File: src/rtl/core/wma_pkg.sv
// Shared constants and types of the weighted moving average unit.
package wma_pkg;

    // Configuration port geometry
    localparam int CFG_IDX_W  = 2;
    localparam int CFG_DATA_W = 64;

    // Configuration register indexes
    localparam logic [CFG_IDX_W-1:0] REG_WINDOW_LEN    = 2'd0;
    localparam logic [CFG_IDX_W-1:0] REG_WEIGHTED_MODE = 2'd1;
    localparam logic [CFG_IDX_W-1:0] REG_WEIGHTS_LOW   = 2'd2;
    localparam logic [CFG_IDX_W-1:0] REG_WEIGHTS_HIGH  = 2'd3;

    // Register field widths
    localparam int WLEN_W     = 5;
    localparam int LANE_W     = 8;
    localparam int NUM_LANES  = 16;
    localparam int WEIGHTS_W  = NUM_LANES * LANE_W;

    // Reset values
    localparam logic [WLEN_W-1:0]     WINDOW_LEN_RST = 5'd4;
    localparam logic [CFG_DATA_W-1:0] WEIGHTS_RST    = 64'h0101_0101_0101_0101;

    // Depth of the queue between front and back
    localparam int QUEUE_DEPTH = 2;

    // Mode settings seen by the front end
    typedef struct packed {
        logic [WLEN_W-1:0] window_len;
        logic              weighted_mode;
    } wma_mode_t;

endpackage

File: src/rtl/core/wma_front.sv
// Front end: accepts samples, clamps the window length and tags the mode.
module wma_front #(
    parameter int WINDOW_MAX  = 16,
    parameter int SAMPLE_BITS = 16,
    parameter int LEN_W       = 5,
    parameter int ITEM_W      = 22
) (
    input  logic                   aclk,
    input  logic                   aresetn,
    input  wma_pkg::wma_mode_t     mode,
    input  logic                   s_valid,
    output logic                   s_ready,
    input  logic [SAMPLE_BITS-1:0] s_sample,
    output logic                   push_valid,
    input  logic                   push_ready,
    output logic [ITEM_W-1:0]      push_data
);
    import wma_pkg::*;

    localparam int CW = (LEN_W > WLEN_W) ? LEN_W : WLEN_W;

    logic              item_valid_reg, item_valid_next;
    logic [ITEM_W-1:0] item_reg, item_next;
    logic [CW-1:0]     len_ext;
    logic [LEN_W-1:0]  len_clamped;
    logic              accept;

    assign s_ready    = !item_valid_reg || push_ready;
    assign accept     = s_valid && s_ready;
    assign push_valid = item_valid_reg;
    assign push_data  = item_reg;

    // Clamp the window length into 1..WINDOW_MAX
    always_comb begin
        len_ext = CW'(mode.window_len);
        if (len_ext == '0) begin
            len_clamped = LEN_W'(1);
        end else if (len_ext > CW'(WINDOW_MAX)) begin
            len_clamped = LEN_W'(WINDOW_MAX);
        end else begin
            len_clamped = LEN_W'(len_ext);
        end
    end

    always_comb begin
        item_valid_next = item_valid_reg;
        item_next       = item_reg;
        if (accept) begin
            item_valid_next = 1'b1;
            item_next       = {s_sample, mode.weighted_mode, len_clamped};
        end else if (push_ready) begin
            item_valid_next = 1'b0;
        end
    end

    always_ff @(posedge aclk) begin
        if (!aresetn) begin
            item_valid_reg <= 1'b0;
        end else begin
            item_valid_reg <= item_valid_next;
        end
    end

    always_ff @(posedge aclk) begin
        item_reg <= item_next;
    end

endmodule

File: src/rtl/core/wma_fifo.sv
// Short queue between the front end and the back end.
module wma_fifo #(
    parameter int DATA_W = 22
) (
    input  logic              aclk,
    input  logic              aresetn,
    input  logic              push_valid,
    output logic              push_ready,
    input  logic [DATA_W-1:0] push_data,
    output logic              pop_valid,
    input  logic              pop_ready,
    output logic [DATA_W-1:0] pop_data
);
    import wma_pkg::*;

    localparam int PW = $clog2(QUEUE_DEPTH);

    logic [DATA_W-1:0] entry_reg [QUEUE_DEPTH];
    logic [PW-1:0]     wr_ptr_reg, wr_ptr_next;
    logic [PW-1:0]     rd_ptr_reg, rd_ptr_next;
    logic [PW:0]       count_reg, count_next;
    logic              do_push, do_pop;

    assign push_ready = (count_reg != (PW+1)'(QUEUE_DEPTH));
    assign pop_valid  = (count_reg != '0);
    assign pop_data   = entry_reg[rd_ptr_reg];
    assign do_push    = push_valid && push_ready;
    assign do_pop     = pop_valid && pop_ready;

    always_comb begin
        wr_ptr_next = wr_ptr_reg;
        rd_ptr_next = rd_ptr_reg;
        count_next  = count_reg;
        if (do_push) begin
            wr_ptr_next = (wr_ptr_reg == PW'(QUEUE_DEPTH-1)) ? '0 : wr_ptr_reg + PW'(1);
        end
        if (do_pop) begin
            rd_ptr_next = (rd_ptr_reg == PW'(QUEUE_DEPTH-1)) ? '0 : rd_ptr_reg + PW'(1);
        end
        if (do_push && !do_pop) begin
            count_next = count_reg + (PW+1)'(1);
        end else if (do_pop && !do_push) begin
            count_next = count_reg - (PW+1)'(1);
        end
    end

    always_ff @(posedge aclk) begin
        if (!aresetn) begin
            wr_ptr_reg <= '0;
            rd_ptr_reg <= '0;
            count_reg  <= '0;
        end else begin
            wr_ptr_reg <= wr_ptr_next;
            rd_ptr_reg <= rd_ptr_next;
            count_reg  <= count_next;
        end
    end

    always_ff @(posedge aclk) begin
        if (do_push) begin
            entry_reg[wr_ptr_reg] <= push_data;
        end
    end

endmodule

File: src/rtl/core/wma_div.sv
// Serial signed divider, one quotient bit per cycle, truncating toward zero.
module wma_div #(
    parameter int ACC_W = 29,
    parameter int WS_W  = 12,
    parameter int Q_W   = 16
) (
    input  logic                    aclk,
    input  logic                    aresetn,
    input  logic                    start,
    input  logic signed [ACC_W-1:0] dividend,
    input  logic [WS_W-1:0]         divisor,
    output logic                    done,
    output logic signed [Q_W-1:0]   quotient
);
    localparam int DS_W  = WS_W + Q_W;
    localparam int CMPW  = (ACC_W > DS_W) ? ACC_W : DS_W;
    localparam int STP_W = $clog2(Q_W + 1);

    logic             busy_reg, busy_next;
    logic             done_reg, done_next;
    logic [ACC_W-1:0] rem_reg, rem_next;
    logic [DS_W-1:0]  dsh_reg, dsh_next;
    logic [Q_W-1:0]   q_reg, q_next;
    logic             neg_reg, neg_next;
    logic [STP_W-1:0] step_reg, step_next;
    logic             ge;

    assign ge       = CMPW'(rem_reg) >= CMPW'(dsh_reg);
    assign done     = done_reg;
    assign quotient = neg_reg ? $signed(-q_reg) : $signed(q_reg);

    always_comb begin
        busy_next = busy_reg;
        done_next = 1'b0;
        rem_next  = rem_reg;
        dsh_next  = dsh_reg;
        q_next    = q_reg;
        neg_next  = neg_reg;
        step_next = step_reg;
        if (start) begin
            // Work on magnitudes, fix the sign at the end
            busy_next = 1'b1;
            neg_next  = dividend[ACC_W-1];
            rem_next  = dividend[ACC_W-1] ? ACC_W'(-dividend) : ACC_W'(dividend);
            dsh_next  = DS_W'(divisor) << (Q_W - 1);
            q_next    = '0;
            step_next = STP_W'(Q_W);
        end else if (busy_reg) begin
            if (ge) begin
                rem_next = rem_reg - ACC_W'(dsh_reg);
            end
            q_next    = {q_reg[Q_W-2:0], ge};
            dsh_next  = dsh_reg >> 1;
            step_next = step_reg - STP_W'(1);
            if (step_reg == STP_W'(1)) begin
                busy_next = 1'b0;
                done_next = 1'b1;
            end
        end
    end

    always_ff @(posedge aclk) begin
        if (!aresetn) begin
            busy_reg <= 1'b0;
            done_reg <= 1'b0;
            step_reg <= '0;
        end else begin
            busy_reg <= busy_next;
            done_reg <= done_next;
            step_reg <= step_next;
        end
    end

    always_ff @(posedge aclk) begin
        rem_reg <= rem_next;
        dsh_reg <= dsh_next;
        q_reg   <= q_next;
        neg_reg <= neg_next;
    end

endmodule

File: src/rtl/core/wma_back.sv
// Back end: sample history memory, serial multiply-accumulate, divide, result register.
module wma_back #(
    parameter int WINDOW_MAX  = 16,
    parameter int SAMPLE_BITS = 16,
    parameter int WEIGHT_BITS = 8,
    parameter int LEN_W       = 5,
    parameter int ITEM_W      = 22
) (
    input  logic                          aclk,
    input  logic                          aresetn,
    input  logic [wma_pkg::WEIGHTS_W-1:0] weights,
    input  logic                          pop_valid,
    output logic                          pop_ready,
    input  logic [ITEM_W-1:0]             pop_data,
    output logic                          m_valid,
    input  logic                          m_ready,
    output logic signed [SAMPLE_BITS-1:0] m_average,
    output logic                          m_weight_sum_zero
);
    import wma_pkg::*;

    localparam int AW    = $clog2(WINDOW_MAX);
    localparam int CL    = $clog2(WINDOW_MAX);
    localparam int WE    = (WEIGHT_BITS < LANE_W) ? WEIGHT_BITS : LANE_W;
    localparam int PRW   = SAMPLE_BITS + WE + 1;
    localparam int ACC_W = SAMPLE_BITS + WE + CL + 1;
    localparam int WS_W  = WE + CL;
    localparam int IXW   = (LEN_W > 5) ? LEN_W : 5;

    localparam logic [2:0] ST_IDLE  = 3'd0;
    localparam logic [2:0] ST_MAC   = 3'd1;
    localparam logic [2:0] ST_DRAIN = 3'd2;
    localparam logic [2:0] ST_DIV   = 3'd3;
    localparam logic [2:0] ST_DONE  = 3'd4;

    logic [2:0]                    state_reg, state_next;

    // History memory, newest sample written at wr_ptr
    logic [SAMPLE_BITS-1:0]        mem [WINDOW_MAX];
    logic [WINDOW_MAX-1:0]         vld_reg, vld_next;
    logic [AW-1:0]                 wr_ptr_reg, wr_ptr_next;
    logic [AW-1:0]                 rd_addr_reg, rd_addr_next;
    logic [LEN_W-1:0]              cnt_reg, cnt_next;
    logic [LEN_W-1:0]              len_reg, len_next;
    logic                          mode_reg, mode_next;

    // Pipeline: read, multiply, accumulate
    logic                          b_valid_reg;
    logic signed [SAMPLE_BITS-1:0] rd_data_reg;
    logic                          rd_vld_reg;
    logic [WE-1:0]                 w_b_reg;
    logic                          c_valid_reg;
    logic signed [PRW-1:0]         prod_reg;
    logic [WE-1:0]                 w_c_reg;
    logic signed [ACC_W-1:0]       acc_reg, acc_next;
    logic [WS_W-1:0]               wsum_reg, wsum_next;

    logic signed [SAMPLE_BITS-1:0] res_reg, res_next;
    logic                          zf_reg, zf_next;
    logic                          m_valid_reg, m_valid_next;
    logic signed [SAMPLE_BITS-1:0] m_average_reg;
    logic                          m_zero_reg;

    logic                          pop;
    logic                          issue;
    logic                          load_out;
    logic                          div_start;
    logic                          div_done;
    logic signed [SAMPLE_BITS-1:0] div_q;
    logic [SAMPLE_BITS-1:0]        in_sample;
    logic [LANE_W-1:0]             lane_arr [NUM_LANES];
    logic [LEN_W-1:0]              widx;
    logic [IXW-1:0]                widx_ext;
    logic [WE-1:0]                 w_sel;
    logic signed [SAMPLE_BITS-1:0] s_eff;
    logic signed [WE:0]            w_sig;

    assign in_sample = pop_data[ITEM_W-1 -: SAMPLE_BITS];
    assign pop_ready = (state_reg == ST_IDLE);
    assign pop       = pop_valid && pop_ready;
    assign issue     = (state_reg == ST_MAC);
    assign load_out  = (state_reg == ST_DONE) && (!m_valid_reg || m_ready);

    assign m_valid           = m_valid_reg;
    assign m_average         = m_average_reg;
    assign m_weight_sum_zero = m_zero_reg;

    // Entry weight: 1 in plain mode, else lane (len-1-cnt), zero past the lane table
    always_comb begin
        for (int i = 0; i < NUM_LANES; i++) begin
            lane_arr[i] = weights[i*LANE_W +: LANE_W];
        end
        widx     = len_reg - LEN_W'(1) - cnt_reg;
        widx_ext = IXW'(widx);
        if (!mode_reg) begin
            w_sel = WE'(1);
        end else if (widx_ext < IXW'(NUM_LANES)) begin
            w_sel = lane_arr[widx_ext[3:0]][WE-1:0];
        end else begin
            w_sel = '0;
        end
    end

    assign s_eff = rd_vld_reg ? rd_data_reg : '0;
    assign w_sig = $signed({1'b0, w_b_reg});

    always_comb begin
        state_next   = state_reg;
        vld_next     = vld_reg;
        wr_ptr_next  = wr_ptr_reg;
        rd_addr_next = rd_addr_reg;
        cnt_next     = cnt_reg;
        len_next     = len_reg;
        mode_next    = mode_reg;
        acc_next     = acc_reg;
        wsum_next    = wsum_reg;
        res_next     = res_reg;
        zf_next      = zf_reg;
        div_start    = 1'b0;
        m_valid_next = m_valid_reg;

        if (c_valid_reg) begin
            acc_next  = acc_reg + ACC_W'(prod_reg);
            wsum_next = wsum_reg + WS_W'(w_c_reg);
        end

        case (state_reg)
            ST_IDLE: begin
                if (pop) begin
                    vld_next[wr_ptr_reg] = 1'b1;
                    rd_addr_next = wr_ptr_reg;
                    wr_ptr_next  = (wr_ptr_reg == AW'(WINDOW_MAX-1)) ? '0
                                                                      : wr_ptr_reg + AW'(1);
                    cnt_next     = '0;
                    len_next     = pop_data[LEN_W-1:0];
                    mode_next    = pop_data[LEN_W];
                    acc_next     = '0;
                    wsum_next    = '0;
                    state_next   = ST_MAC;
                end
            end
            ST_MAC: begin
                // Walk from newest to older entries
                rd_addr_next = (rd_addr_reg == '0) ? AW'(WINDOW_MAX-1)
                                                   : rd_addr_reg - AW'(1);
                cnt_next = cnt_reg + LEN_W'(1);
                if (cnt_reg == len_reg - LEN_W'(1)) begin
                    state_next = ST_DRAIN;
                end
            end
            ST_DRAIN: begin
                if (!b_valid_reg && !c_valid_reg) begin
                    if (wsum_reg == '0) begin
                        res_next   = '0;
                        zf_next    = 1'b1;
                        state_next = ST_DONE;
                    end else begin
                        div_start  = 1'b1;
                        state_next = ST_DIV;
                    end
                end
            end
            ST_DIV: begin
                if (div_done) begin
                    res_next   = div_q;
                    zf_next    = 1'b0;
                    state_next = ST_DONE;
                end
            end
            ST_DONE: begin
                if (load_out) begin
                    state_next = ST_IDLE;
                end
            end
            default: begin
                state_next = ST_IDLE;
            end
        endcase

        if (load_out) begin
            m_valid_next = 1'b1;
        end else if (m_ready) begin
            m_valid_next = 1'b0;
        end
    end

    always_ff @(posedge aclk) begin
        if (!aresetn) begin
            state_reg   <= ST_IDLE;
            vld_reg     <= '0;
            wr_ptr_reg  <= '0;
            b_valid_reg <= 1'b0;
            c_valid_reg <= 1'b0;
            m_valid_reg <= 1'b0;
        end else begin
            state_reg   <= state_next;
            vld_reg     <= vld_next;
            wr_ptr_reg  <= wr_ptr_next;
            b_valid_reg <= issue;
            c_valid_reg <= b_valid_reg;
            m_valid_reg <= m_valid_next;
        end
    end

    always_ff @(posedge aclk) begin
        if (pop) begin
            mem[wr_ptr_reg] <= in_sample;
        end
        rd_data_reg <= mem[rd_addr_reg];
    end

    always_ff @(posedge aclk) begin
        rd_addr_reg <= rd_addr_next;
        cnt_reg     <= cnt_next;
        len_reg     <= len_next;
        mode_reg    <= mode_next;
        rd_vld_reg  <= vld_reg[rd_addr_reg];
        w_b_reg     <= w_sel;
        prod_reg    <= PRW'(s_eff) * PRW'(w_sig);
        w_c_reg     <= w_b_reg;
        acc_reg     <= acc_next;
        wsum_reg    <= wsum_next;
        res_reg     <= res_next;
        zf_reg      <= zf_next;
        if (load_out) begin
            m_average_reg <= res_reg;
            m_zero_reg    <= zf_reg;
        end
    end

    wma_div #(
        .ACC_W (ACC_W),
        .WS_W  (WS_W),
        .Q_W   (SAMPLE_BITS)
    ) u_div (
        .aclk     (aclk),
        .aresetn  (aresetn),
        .start    (div_start),
        .dividend (acc_reg),
        .divisor  (wsum_reg),
        .done     (div_done),
        .quotient (div_q)
    );

endmodule

File: src/rtl/core/weighted_moving_average_unit.sv
// Top level of the weighted moving average unit: configuration registers and datapath.
//
// Usage:
//   Input channel s_valid/s_ready/s_sample carries one signed sample per request.
//   Each request shifts its sample into the history and yields exactly one result
//   on m_valid/m_ready (m_average, m_weight_sum_zero), in order.
//   Plain mode returns the sum of the newest window_len samples divided by
//   window_len; weighted mode multiplies by per-position weights (lane 0 on
//   the oldest sample) and divides by the weight sum. Quotients truncate
//   toward zero. A zero weight sum gives average 0 with m_weight_sum_zero set.
//   Configuration: cfg_wr_en/cfg_index/cfg_wdata; the user must write it only
//   while idle, which the block itself does not enforce. The back end sets the
//   pace and takes a new sample only after the last result has entered the
//   result register: one multiply-accumulate per history entry read from the
//   sample memory, then one quotient bit per cycle in the serial divider.
//   From accept, a sample passes the front-end register and the queue first.
//   The front end and a two-entry queue keep taking samples while the back
//   end works or while a finished result waits for m_ready, until they fill;
//   a stalled receiver holds the result register, then the back end, then s_ready.
//   Reset: history reads as zero, window_len 4, plain mode, all weights 1.
module weighted_moving_average_unit #(
    parameter int WINDOW_MAX  = 16,
    parameter int SAMPLE_BITS = 16,
    parameter int WEIGHT_BITS = 8
) (
    input  logic                             aclk,
    input  logic                             aresetn,
    // Configuration write port
    input  logic                             cfg_wr_en,
    input  logic [wma_pkg::CFG_IDX_W-1:0]    cfg_index,
    input  logic [wma_pkg::CFG_DATA_W-1:0]   cfg_wdata,
    // Sample input
    input  logic                             s_valid,
    output logic                             s_ready,
    input  logic signed [SAMPLE_BITS-1:0]    s_sample,
    // Result output
    output logic                             m_valid,
    input  logic                             m_ready,
    output logic signed [SAMPLE_BITS-1:0]    m_average,
    output logic                             m_weight_sum_zero
);
    import wma_pkg::*;

    // Clamped window length fits 0..WINDOW_MAX
    localparam int LEN_W  = $clog2(WINDOW_MAX + 1);
    // Queue item: sample, mode bit, clamped length
    localparam int ITEM_W = SAMPLE_BITS + 1 + LEN_W;

    logic [WLEN_W-1:0]     window_len_reg, window_len_next;
    logic                  weighted_mode_reg, weighted_mode_next;
    logic [CFG_DATA_W-1:0] weights_low_reg, weights_low_next;
    logic [CFG_DATA_W-1:0] weights_high_reg, weights_high_next;

    wma_mode_t             mode;
    logic [WEIGHTS_W-1:0]  weights;

    logic                  push_valid, push_ready;
    logic [ITEM_W-1:0]     push_data;
    logic                  pop_valid, pop_ready;
    logic [ITEM_W-1:0]     pop_data;

    // Register writes; indexes outside the list fall through untouched
    always_comb begin
        window_len_next    = window_len_reg;
        weighted_mode_next = weighted_mode_reg;
        weights_low_next   = weights_low_reg;
        weights_high_next  = weights_high_reg;
        if (cfg_wr_en) begin
            case (cfg_index)
                REG_WINDOW_LEN:    window_len_next    = cfg_wdata[WLEN_W-1:0];
                REG_WEIGHTED_MODE: weighted_mode_next = cfg_wdata[0];
                REG_WEIGHTS_LOW:   weights_low_next   = cfg_wdata;
                REG_WEIGHTS_HIGH:  weights_high_next  = cfg_wdata;
                default: begin
                    window_len_next = window_len_reg;
                end
            endcase
        end
    end

    always_ff @(posedge aclk) begin
        if (!aresetn) begin
            window_len_reg    <= WINDOW_LEN_RST;
            weighted_mode_reg <= 1'b0;
            weights_low_reg   <= WEIGHTS_RST;
            weights_high_reg  <= WEIGHTS_RST;
        end else begin
            window_len_reg    <= window_len_next;
            weighted_mode_reg <= weighted_mode_next;
            weights_low_reg   <= weights_low_next;
            weights_high_reg  <= weights_high_next;
        end
    end

    assign mode.window_len    = window_len_reg;
    assign mode.weighted_mode = weighted_mode_reg;
    // Lane 0 (oldest position) sits in the low byte
    assign weights = {weights_high_reg, weights_low_reg};

    // Front end: take the request, clamp length, tag mode
    wma_front #(
        .WINDOW_MAX  (WINDOW_MAX),
        .SAMPLE_BITS (SAMPLE_BITS),
        .LEN_W       (LEN_W),
        .ITEM_W      (ITEM_W)
    ) u_front (
        .aclk       (aclk),
        .aresetn    (aresetn),
        .mode       (mode),
        .s_valid    (s_valid),
        .s_ready    (s_ready),
        .s_sample   (s_sample),
        .push_valid (push_valid),
        .push_ready (push_ready),
        .push_data  (push_data)
    );

    // Decouple the front end from the long back-end computation
    wma_fifo #(
        .DATA_W (ITEM_W)
    ) u_fifo (
        .aclk       (aclk),
        .aresetn    (aresetn),
        .push_valid (push_valid),
        .push_ready (push_ready),
        .push_data  (push_data),
        .pop_valid  (pop_valid),
        .pop_ready  (pop_ready),
        .pop_data   (pop_data)
    );

    // Back end: history, accumulate, divide, hold the result for the receiver
    wma_back #(
        .WINDOW_MAX  (WINDOW_MAX),
        .SAMPLE_BITS (SAMPLE_BITS),
        .WEIGHT_BITS (WEIGHT_BITS),
        .LEN_W       (LEN_W),
        .ITEM_W      (ITEM_W)
    ) u_back (
        .aclk              (aclk),
        .aresetn           (aresetn),
        .weights           (weights),
        .pop_valid         (pop_valid),
        .pop_ready         (pop_ready),
        .pop_data          (pop_data),
        .m_valid           (m_valid),
        .m_ready           (m_ready),
        .m_average         (m_average),
        .m_weight_sum_zero (m_weight_sum_zero)
    );

endmodule
File: config.mk
export PLATFORM = sky130hd
export DESIGN_NAME = weighted_moving_average_unit
export DESIGN_NICKNAME = d
export VERILOG_FILES = /design/src/rtl/core/wma_pkg.sv /design/src/rtl/core/wma_front.sv /design/src/rtl/core/wma_fifo.sv /design/src/rtl/core/wma_div.sv /design/src/rtl/core/wma_back.sv /design/src/rtl/core/weighted_moving_average_unit.sv
export SDC_FILE = /design/constraint.sdc
export NUM_CORES = 1
export LEC_CHECK = 0
export ABC_CLOCK_PERIOD_IN_PS = 7450
export BUFFER_PORTS_ARGS = -buffer_cell sky130_fd_sc_hd__buf_2
export CAP_MARGIN = 10
export CORE_AREA = 2 2 256 258
export DETAILED_ROUTE_END_ITERATION = 10
export DIE_AREA = 0 0 258 260
export GPL_TIMING_DRIVEN = 0
export PLACE_DENSITY_LB_ADDON = 0.12
export REMOVE_ABC_BUFFERS = 1
export SLEW_MARGIN = 15
export SYNTH_ARGS = -nofsm -noshare
export SYNTH_HDL_FRONTEND = slang
export SYNTH_SLANG_ARGS = --single-unit
File: constraint.sdc
create_clock -name aclk -period 7.45 [get_ports aclk]
set_input_delay 1.49 -clock aclk [delete_from_list [all_inputs] [get_ports aclk]]
set_output_delay 1.49 -clock aclk [all_outputs]
set_load 0.01 [all_outputs]
==> metrics.txt <==
largest net degree at the start of global routing 119; Clk Latency, worst-skew pair 0.64 ns; Routed WL 74490 um; Tot GR Track Use 22.41%; post-layout min period 6.065 ns; Pre-antenna DRT Iters 6; DR vias 22530; post-cts sizing count 0; flop2flop setup slack 1.38 ns; Synth Area per Inst 11.61 sq um; Reg2Reg Depth 18; Cell Area, Synth 35140 sq um; Synth warnings 0; drt wl/cell 18.50 um; TNS Setup 0 ns; Worst Hold Path EP u_back.m_average[14]$_DFFE_PP_; r2r endpoint u_back.prod_reg[24]$_DFF_P_; Worst Skew 0.03501 ns; max-cap violations 0; dpl ws 1.419 ns; layout cell share with drive strength beyond 1 14.25%; H-tree levels 3; Crit path top cell by count fa_1; Post-CTS Setup Repair Bufs 0; Min-Delay Path Class reg -> reg; synthesis-to-finish area growth 12.90%; core area 64120 sq um; CTS sink cnt 716; fill count 5045; Hold Path Cell Cnt 0; number of core rows 93; Initial Utilization 54.81%; max incr delay on CP 0.86 ns; Yosys cell types 69; WP data arrival 6.57 ns; maximum VDD drop 0.2260 mV; DP HPWL 51040 um; Slew @ Worst Pin 1.185 ns; initial DRC count 1462; cell area after placement 37050 sq um; status finished, final reports clean; Crit Path Category reg -> reg; FF+latch count, synth 716; Storage cell area 18480 sq um; HP Start u_back.res_reg[14]$_SDFFCE_PP0P_; gr ovfl total 0; pwr dens 334.4 nW/um^2; first-pass GRT wire length 119300 um; crit start category flop; initial antenna violation count 3; DRC 0; clock slew at reported path FFs 0.06 ns; Syn Inst Count 3026; IO buf count 105; number of global-route vias before repair 22850; crit share post-route 81.42%; RSZ-0062 raised after global routing false; fin area 39670 sq um; worst-path maximum fanout 105; Vias/cell 5.596; root buf cell clkbuf_16; Post-synth EDFFs 413; Final Max Tran Viols 0; Detail Route Antenna Nets 0; crit path cell chain and2_1 -> nand2_1 -> fa_1 -> inv_1 -> fa_1 -> fa_1 -> inv_1 -> fa_1 -> inv_1 -> ha_1 -> a21oi_1 -> o22ai_1 -> o41ai_1 -> o21ai_0 -> nand4_1 -> a21boi_0 -> a221oi_1 -> xnor2_1; die extent in x 258 um; fin nets 3431; post-synth top area cell edfxtp_1; P_leak 15.61 nW; Rel. slew slack 20.99%; CTS tree done; Area contributors post-synth edfxtp_1 (35%), dfxtp_1 (17%), mux4_2 (7.5%); hold buffers post-CTS 0; die height 260 um; post-synthesis sequential area ratio 52.56%; Data required, critical path 7.96 ns; Final WS setup 1.385 ns; maximum buffer depth of the clock tree 3; CTS Buf Count 78; Die Area 67080 sq um; post-synth top area share 35.29%; Crit-path slowest cell dfxtp_4; worst r2r src u_back.rd_vld_reg$_DFF_P_; max FFs per register 256; footprint of the multi-input gates 15450 sq um; Final setup viols 0; Hold Vio Cnt, Final 0; Worst Setup End Kind flop; Peak Freq 0.1649 GHz; Top FF cell, synth edfxtp_1; io pins 106; Final GP Congestion 0.8562; Async SR Flop Fraction 0%; Final Util 61.88%
==> per-layer routing <==
layer	wire, um	up-vias	global-route usage [%]
li1	-	10860	-
met2	38270	461	40.32
met4	1740	0	6.471
met3	2815	118	3.275
met1	31670	11090	28.12
met5	0	-	0
==> cell usage after synthesis (13+ instances only) <==
cell type and number:
a21o_1 34, o21bai_1 13, o31ai_1 27, inv_1 234, edfxtp_1 413, mux4_2 117
o21ai_0 73, fa_1 106, a21oi_1 219, and2_1 14, xor2_1 56, mux2i_1 62
buf_1 18, nor3_1 23, mux2_2 23, and3_1 84, nor2_1 215, xnor2_1 78
nor2b_1 18, a211oi_1 31, nand3_1 84, ha_1 131, dfxtp_1 303, nand2_1 395
clkbuf_1 123
==> worst max-delay path: cells and delay by family (launching register included) <==
family	cells	cell delay [ns]
XOR/XNOR	1	0.11
buffers and inverters	3	0.14
AND/OR/NAND/NOR	3	0.61
AO/OA/AOI/OAI	6	1.78
flip-flops	1	0.86
adder cells (fa/ha/maj)	5	2.43
==> worst max-delay path by stage <==
stage | start | to | slack, ns | cells past startpoint
finish | u_back.rd_vld_reg$_DFF_P_ | u_back.prod_reg[24]$_DFF_P_ | 1.38 | 18
global route | u_back.rd_vld_reg$_DFF_P_ | u_back.prod_reg[24]$_DFF_P_ | 0.99 | 18
CTS | u_back.rd_vld_reg$_DFF_P_ | u_back.prod_reg[24]$_DFF_P_ | 1.42 | 18
detailed placement | u_back.rd_vld_reg$_DFF_P_ | u_back.prod_reg[24]$_DFF_P_ | 1.42 | 18
global placement | u_back.rd_vld_reg$_DFF_P_ | u_back.prod_reg[24]$_DFF_P_ | 0.30 | 18
floorplan | u_back.rd_vld_reg$_DFF_P_ | u_back.prod_reg[23]$_DFF_P_ | 1.12 | 19
==> cells in the final DEF (no fill, tap or decap), types with 19 or more instances in the layout <==
| master | instances |
|---|---|
| a21o_1 | 34 |
| inv_1 | 231 |
| ha_1 | 130 |
| edfxtp_1 | 413 |
| mux2i_1 | 62 |
| buf_2 | 107 |
| dfxtp_1 | 298 |
| nand2_1 | 395 |
| o21ai_0 | 71 |
| nor2_1 | 201 |
| xnor2_1 | 76 |
| nor3_1 | 19 |
| mux4_2 | 117 |
| fa_1 | 105 |
| a211oi_1 | 31 |
| and3_1 | 82 |
| clkbuf_1 | 20 |
| xor2_1 | 56 |
| a21oi_1 | 218 |
| clkbuf_16 | 78 |
| o31ai_1 | 27 |
| mux2_2 | 23 |
| nand3_1 | 82 |
==> cells by family (layout without fill, tap and decap cells) <==
| kind of cell | Yosys count | in the layout | share of synthesized area, % |
|---|---|---|---|
| simple gates | 898 | 898 | 11.41 |
| flops | 716 | 716 | 52.56 |
| fa+ha+maj | 237 | 237 | 10.70 |
| compound gates | 461 | 461 | 7.940 |
| other cells | 0 | 1 | 0 |
| buf+inv | 378 | 523 | 4.049 |
| mux | 202 | 202 | 10.00 |
| xor+xnor | 134 | 134 | 3.340 |
==> where the power goes <==
part           total, W  switching [W]  internal [W]
combinational   0.00415        0.00226       0.00189
sequential      0.00522       0.000445       0.00478
clock           0.00390        0.00161       0.00229
total            0.0133        0.00432       0.00895
==> through the flow <==
stage / power [W] / cells / hold slack, ns
6_report: 0.01327 / 4027 / 0.4128
5_1_grt: 0.01396 / 4027 / 0.4242
4_1_cts: 0.01338 / 4026 / 0.4186
3_5_place_dp: 0.009466 / 3882 / 0.4054
3_3_place_gp: 0.009100 / 3842 / 0.4023
2_1_floorplan: 0.008022 / 2882 / 0.4003
==> final cells by class <==
type | instances | area share, %
antenna | 1 | 0.006308
timing repair buffer | 145 | 2.958
clock inverter | 38 | 1.198
multi-input combinational | 1932 | 38.95
clock buffer | 106 | 5.387
sequential | 716 | 46.57
inverter | 234 | 2.233
tap | 855 | 2.697
Note: power is estimated with default switching activity, not from simulation.
